**src/hdl/skt_pkg.sv**
```systemverilog
// ----------------------------------------------------------------------------
// Sorted key table package
// Request, response and entry types plus operation and status codes.
// ----------------------------------------------------------------------------
`timescale 1ns / 1ps
`default_nettype none

package skt_pkg;

  localparam logic [1:0] OP_INSERT = 2'd0;
  localparam logic [1:0] OP_FIND   = 2'd1;
  localparam logic [1:0] OP_DELETE = 2'd2;

  localparam logic [1:0] ST_OK      = 2'd0;
  localparam logic [1:0] ST_MISSING = 2'd1;
  localparam logic [1:0] ST_FULL    = 2'd2;

  typedef struct packed {
    logic [1:0]  req_type;
    logic [15:0] key;
    logic [7:0]  type_code;
    logic [19:0] price;
  } skt_req_t;

  typedef struct packed {
    logic [1:0]  status;
    logic [7:0]  found_type;
    logic [19:0] found_price;
    logic [4:0]  entry_count;
  } skt_rsp_t;

  typedef struct packed {
    logic [15:0] key;
    logic [7:0]  type_code;
    logic [19:0] price;
  } skt_entry_t;

  typedef struct packed {
    logic        capture;
    logic [15:0] key;
    logic        ins;
    logic        del;
    skt_entry_t  new_entry;
  } skt_ctrl_t;

endpackage

`default_nettype wire

```
**src/hdl/skt_cell.sv**
```systemverilog
// ----------------------------------------------------------------------------
// Sorted key table cell
// Holds one entry, compares it against the request key and shifts with its
// neighbors on insert and delete.
// ----------------------------------------------------------------------------
`timescale 1ns / 1ps
`default_nettype none

module skt_cell (
  input  wire                 clk,
  input  skt_pkg::skt_ctrl_t  ctrl,
  input  wire                 valid,
  input  skt_pkg::skt_entry_t left_entry,
  input  skt_pkg::skt_entry_t right_entry,
  input  wire                 left_lt,
  input  wire                 left_eq,
  output skt_pkg::skt_entry_t entry,
  output logic                lt,
  output logic                eq,
  output logic                hit
);
  import skt_pkg::*;

  always_ff @(posedge clk) begin
    if (ctrl.capture) begin
      lt <= valid && (entry.key < ctrl.key);
      eq <= valid && (entry.key == ctrl.key);
    end
    if (ctrl.ins && !lt) begin
      entry <= left_lt ? ctrl.new_entry : left_entry;
    end else if (ctrl.del && !lt) begin
      entry <= right_entry;
    end
  end

  assign hit = eq && !left_eq;

endmodule

`default_nettype wire

```
**src/hdl/sorted_key_table_unit.sv**
```systemverilog
// ----------------------------------------------------------------------------
// Sorted key table unit
// Table of entries kept in ascending key order with insert, find and delete.
// ----------------------------------------------------------------------------
// Each request is handled in a compare step and an execute step: in the cycle
// it is accepted every cell compares its key against the request key and
// registers the result; in the execute state the cells shift toward or away
// from the insert or delete position in one step and the response is loaded
// into the output register. A new request can be accepted while the previous
// response still waits; execution waits only if that register is still occupied.
`timescale 1ns / 1ps
`default_nettype none

module sorted_key_table_unit #(
  parameter int TABLE_DEPTH = 16
) (
  input  wire                clk,
  input  wire                rst,
  input  wire                req_valid,
  output logic               req_stall,
  input  skt_pkg::skt_req_t  req,
  output logic               rsp_valid,
  input  wire                rsp_stall,
  output skt_pkg::skt_rsp_t  rsp
);
  import skt_pkg::*;

  localparam int CW = $clog2(TABLE_DEPTH + 1);

  typedef enum logic {S_IDLE, S_EXEC} state_t;

  state_t          state;
  skt_req_t        cur;
  logic [CW-1:0]   count;
  logic [CW-1:0]   count_next;
  skt_rsp_t        rsp_next;
  skt_ctrl_t       ctrl;
  logic            exec_fire;
  logic            full;
  logic            found;
  logic [7:0]      found_type;
  logic [19:0]     found_price;

  skt_entry_t      entries [TABLE_DEPTH];
  logic [TABLE_DEPTH-1:0] lt_vec;
  logic [TABLE_DEPTH-1:0] eq_vec;
  logic [TABLE_DEPTH-1:0] hit_vec;

  assign req_stall = (state == S_EXEC);
  assign exec_fire = (state == S_EXEC) && (!rsp_valid || !rsp_stall);
  assign full      = (count == CW'(TABLE_DEPTH));

  always_comb begin
    ctrl.capture   = (state == S_IDLE) && req_valid;
    ctrl.key       = req.key;
    ctrl.ins       = exec_fire && (cur.req_type == OP_INSERT) && !full;
    ctrl.del       = exec_fire && (cur.req_type == OP_DELETE) && found;
    ctrl.new_entry = '{key: cur.key, type_code: cur.type_code, price: cur.price};
  end

  for (genvar j = 0; j < TABLE_DEPTH; j++) begin : g_cell
    skt_cell u_cell (
      .clk         (clk),
      .ctrl        (ctrl),
      .valid       (count > CW'(j)),
      .left_entry  ((j == 0) ? ctrl.new_entry : entries[(j == 0) ? 0 : j - 1]),
      .right_entry ((j == TABLE_DEPTH - 1) ? entries[j]
                                           : entries[(j == TABLE_DEPTH - 1) ? j : j + 1]),
      .left_lt     ((j == 0) ? 1'b1 : lt_vec[(j == 0) ? 0 : j - 1]),
      .left_eq     ((j == 0) ? 1'b0 : eq_vec[(j == 0) ? 0 : j - 1]),
      .entry       (entries[j]),
      .lt          (lt_vec[j]),
      .eq          (eq_vec[j]),
      .hit         (hit_vec[j])
    );
  end

  always_comb begin
    found_type  = '0;
    found_price = '0;
    for (int j = 0; j < TABLE_DEPTH; j++) begin
      found_type  = found_type  | ({8{hit_vec[j]}}  & entries[j].type_code);
      found_price = found_price | ({20{hit_vec[j]}} & entries[j].price);
    end
  end

  assign found = |hit_vec;

  always_comb begin
    count_next           = count;
    rsp_next.status      = ST_OK;
    rsp_next.found_type  = '0;
    rsp_next.found_price = '0;
    case (cur.req_type)
      OP_INSERT: begin
        if (full) begin
          rsp_next.status = ST_FULL;
        end else begin
          count_next = count + CW'(1);
        end
      end
      OP_FIND: begin
        if (found) begin
          rsp_next.found_type  = found_type;
          rsp_next.found_price = found_price;
        end else begin
          rsp_next.status = ST_MISSING;
        end
      end
      OP_DELETE: begin
        if (found) begin
          count_next = count - CW'(1);
        end else begin
          rsp_next.status = ST_MISSING;
        end
      end
      default: begin
        count_next = count;
      end
    endcase
    rsp_next.entry_count = 5'(count_next);
  end

  always_ff @(posedge clk) begin
    if (rst) begin
      state     <= S_IDLE;
      rsp_valid <= 1'b0;
      count     <= '0;
    end else begin
      if (rsp_valid && !rsp_stall) begin
        rsp_valid <= 1'b0;
      end
      case (state)
        S_IDLE: begin
          if (req_valid) begin
            cur   <= req;
            state <= S_EXEC;
          end
        end
        S_EXEC: begin
          if (exec_fire) begin
            rsp       <= rsp_next;
            rsp_valid <= 1'b1;
            count     <= count_next;
            state     <= S_IDLE;
          end
        end
        default: begin
          state <= S_IDLE;
        end
      endcase
    end
  end

  a_count_bound: assert property (@(posedge clk) disable iff (rst)
    count <= CW'(TABLE_DEPTH))
    else $error("entry count exceeds table depth");

  a_full_status: assert property (@(posedge clk) disable iff (rst)
    rsp_valid && (rsp.status == ST_FULL) |-> full)
    else $error("table full reported while table has room");

  a_accept_exec: assert property (@(posedge clk) disable iff (rst)
    req_valid && !req_stall |=> req_stall)
    else $error("accepted request did not start execution");

  a_delete_count: assert property (@(posedge clk) disable iff (rst)
    ctrl.del |=> count == $past(count) - CW'(1))
    else $error("delete did not reduce entry count");

endmodule

`default_nettype wire

```
**config.mk**
```make
export PLATFORM = sky130hd
export DESIGN_NAME = sorted_key_table_unit
export DESIGN_NICKNAME = d
export VERILOG_FILES = /design/src/hdl/skt_pkg.sv /design/src/hdl/skt_cell.sv /design/src/hdl/sorted_key_table_unit.sv
export SDC_FILE = /design/constraint.sdc
export NUM_CORES = 2
export LEC_CHECK = 0
export BUFFER_PORTS_ARGS = -buffer_cell sky130_fd_sc_hd__clkbuf_2
export CAP_MARGIN = 10
export CORE_MARGIN = 3
export CORE_UTILIZATION = 35
export DETAILED_ROUTE_END_ITERATION = 10
export MAX_ROUTING_LAYER = met4
export PLACE_DENSITY = 0.54
export RECOVER_POWER = 50
export SYNTH_ARGS = -nofsm -noshare
export SYNTH_HDL_FRONTEND = slang
export SYNTH_SLANG_ARGS = --single-unit
```
**constraint.sdc**
```tcl
create_clock -name clk -period 8.2 [get_ports clk]
set_input_delay 0.82 -clock clk [delete_from_list [all_inputs] [get_ports clk]]
set_output_delay 0.82 -clock clk [all_outputs]
set_load 0.005 [all_outputs]
```
==> metrics.md <==
| Metric | Value |
|---|---|
| Status | `finished with violations` |
| Violated checks | `max-capacitance violations, max-slew violations` |
| Critical Path Slowest Stage Cell | `clkbuf_1` |
| Post-CTS Setup Bufs | `0` |
| Post-route DRC | `0` |
| VDD IR max | `0.1512 mV` |
| DRT iter0 DRCs | `3,977` |
| Leading area contributor after synthesis | `edfxtp_1` |
| Mapped Nets | `4,527` |
| Worst hold-check path type | `in2reg` |
| Area Overhead vs Synth | `10.67%` |
| Pwr per Cell Area | `195.5 nW/um^2` |
| Final Hold Fails | `0` |
| Gpl congestion | `0.8401` |
| Sequential Area | `24,670 sq um` |
| Area share of the largest cell type after synthesis | `51.67%` |
| Synthesized cell area | `47,480 sq um` |
| CP Max Fanout | `44` |
| Post-synthesis async set-or-reset flop share | `0%` |
| Cell area after placement | `49,830 sq um` |
| Drt pass-1 iters | `6` |
| Sequential area share after synthesis | `51.96%` |
| Max transition margin | `-109.1%` |
| Crit start category | `flop` |
| FMAX | `0.1591 GHz` |
| Post-synthesis cell type count | `71` |
| Via density | `5.919` |
| Syn. warnings | `0` |
| Port Buffers | `86` |
| EDFF count, synth | `817` |
| Clock skew | `0.02945 ns` |
| Top cells by area, synth | `edfxtp_1, mux2i_1, a21oi_1` |
| Clock tree buffer depth | `3` |
| Synth Flop Type | `edfxtp_1` |
| Setup TNS | `0 ns` |
| Final worst-path cycle share | `76.66%` |
| # IOs | `87` |
| Proportion of layout cells with a drive suffix above 1 | `8.691%` |
| CP cell instances | `clkbuf_1 -> or4_1 -> nor3_1 -> a41oi_4 -> o21ai_4 -> buf_4 -> nor2_1 -> clkbuf_2` |
| Routed Antenna Nets | `0` |
| Vias | `35.62k` |
| Worst-path clk slew | `0.06 ns` |
| Final Max Slew Viols | `757` |
| CP max stage delay | `1.15 ns` |
| Final min period | `6.286 ns` |
| CP endpoint kind | `flop` |
| CTS tree | `done` |
| Largest delay share family, worst path | `buffers and inverters` |
| Setup violators final | `0` |
| Die W | `374.3 um` |
| Num CTS Buffers | `95` |
| Mapped Avg Cell Area | `11.27 sq um` |
| Crit path buffers/inverters | `3` |
| Die Y-Extent | `374.3 um` |
| Largest net degree at the start of global routing | `89` |
| Area of the core | `134,100 sq um` |
| Worst-margin pin slew | `3.137 ns` |
| Number of max-cap violations | `22` |
| Initial antenna violation count | `3` |
| Fin nets | `4,484` |
| Setup CP Type | `reg2reg` |
| Worst EP required | `8.25 ns` |
| Insertion delay to the later sink of the worst-skew pair | `0.72 ns` |
| Root buf cell | `clkbuf_16` |
| CTS Sinks | `824` |
| Global-route wire length before repair | `239,500 um` |
| Area of the multi-input gates | `21,510 sq um` |
| Arr. time, crit path | `6.34 ns` |
| Die area | `140,100 sq um` |
| Final HPWL DP | `101,600 um` |
| Standard-cell rows | `134` |
| Aggregate global routing overflow | `0` |
| Post-cts resize count | `0` |
| Cell count after synthesis | `4,212` |
| Number of synthesized register bits | `824` |
| Leak | `19.08 nW` |
| Cts hold-fix bufs | `0` |
| Routed length per instance | `27.33 um` |
| Starting Density | `35.40%` |
| Htree depth | `3` |
| RSZ-0062 raised after global routing | `no` |
| Number of global-route vias before repair | `34.89k` |
| Gr usage total | `23.45%` |
| Fin area | `52,550 sq um` |
| Routed wire length | `164,500 um` |
| Fillers | `13.06k` |
-- worst register-to-register path, cell delays in order, from the launching register on --
cell and delay (ns):
edfxtp_1 0.35, clkbuf_1 1.15, or4_1 1.09, nor3_1 0.87, a41oi_4 0.31, o21ai_4 0.22, buf_4 0.48, nor2_1 0.11
clkbuf_2 0.96
-- final timing paths --
path | start | to | slack, ns | depth (start not counted)
min | req[21] | ctrl[21]$_DFFE_PP_ | 0.29 | 1
min reg2reg | rsp_valid$_SDFF_PP0_ | rsp_valid$_SDFF_PP0_ | 0.55 | 2
max | g_cell[0].u_cell.eq$_DFFE_PP_ | g_cell[1].u_cell.entry[22]$_DFFE_PP_ | 1.91 | 8
max reg2reg | g_cell[0].u_cell.eq$_DFFE_PP_ | g_cell[1].u_cell.entry[22]$_DFFE_PP_ | 1.91 | 8
-- synthesized netlist by cell type, types with 43 or more instances --
| library cell | number |
|---|---|
| nor2_1 | 687 |
| mux2_2 | 86 |
| a22oi_1 | 69 |
| inv_1 | 43 |
| nand4_1 | 43 |
| a22o_1 | 75 |
| a221oi_1 | 80 |
| mux2i_1 | 618 |
| a21oi_1 | 685 |
| clkbuf_1 | 198 |
| edfxtp_1 | 817 |
| buf_2 | 90 |
| ha_1 | 265 |
-- layout by cell type, fill, tap and decap left out, types with 12 or more instances in the layout --
master	netlist	routed
edfxtp_1	817	817
nor2_1	687	685
a21oi_1	685	685
mux2i_1	618	618
ha_1	265	265
clkbuf_16	0	96
mux2_2	86	86
a221oi_1	80	80
clkbuf_1	198	78
a22o_1	75	75
buf_4	1	71
a22oi_1	69	69
nand4_1	43	44
inv_1	43	43
clkbuf_2	0	43
o21ai_0	40	41
nand2_1	41	41
nand3_1	41	41
a31oi_1	32	32
and3_1	31	31
a21o_1	25	25
clkinv_1	2	24
nor3_1	21	22
clkinv_2	0	19
a211oi_1	18	18
a2111oi_0	17	17
nor2b_4	0	16
nor2b_1	32	16
o21a_1	16	16
nor4_1	16	16
o211ai_1	15	15
nor2_4	0	12
-- routing by layer --
metal  wire (um)  up-vias  global-route usage (%)
met5           0        -                       -
li1            -    15965                       -
met2       74240     1671                   36.03
met3       14960      280                   4.544
met1       70750    17706                   31.43
met4        4549        0                   6.907
-- where the power goes --
part | internal, mW | switching [mW] | leakage (nW)
sequential | 4.76 | 0.156 | 7.52
clock | 2.40 | 1.86 | 1.47
combinational | 0.396 | 0.691 | 10.1
-- kinds of logic (layout without fill, tap and decap cells) --
kind of cell	Yosys count	after routing	synth area share, %
adders and majority gates	265	265	6.983
buffers and inverters	356	390	3.091
AOI/OAI and AO/OA	1107	1107	14.16
muxes	705	705	15.09
and+or+nand+nor	955	955	8.714
DFF	824	824	51.96
other	0	4	0
-- layout make-up --
cell class / count / area share, %
clock buffers: 117 / 4.722
multi-input cells: 3032 / 40.93
well taps: 1768 / 4.210
diodes: 4 / 0.01905
inverters: 45 / 0.3214
repair buffers: 171 / 1.831
clock inverters: 57 / 1.012
flip-flops and latches: 824 / 46.95
-- stage by stage --
| step | hold WS (ns) | cells | utilization (%) | worst slack (ns) | total power, mW |
|---|---|---|---|---|---|
| after floorplan | 0.5214 | 4212 | - | 3.256 | 5.653 |
| after global placement | 0.5440 | 5839 | 37.14 | 3.855 | 6.060 |
| after detailed placement | 0.5592 | 5840 | 37.15 | 3.706 | 6.079 |
| after CTS | 0.2245 | 6014 | 39.40 | 3.963 | 10.35 |
| after global routing | 0.2595 | 6016 | 39.17 | 1.866 | 10.61 |
| final | 0.2855 | 6018 | 39.18 | 1.914 | 10.27 |
-- sequential cells by signal, indices dropped and copies added (netlist names) --
signal	flops
ctrl	44
g_cell.u_cell.entry	704
g_cell.u_cell.eq	16
g_cell.u_cell.lt	16
cur	2
req_stall	1
rsp	35
count	5
rsp_valid	1
Power figures use the tool's default switching activity.
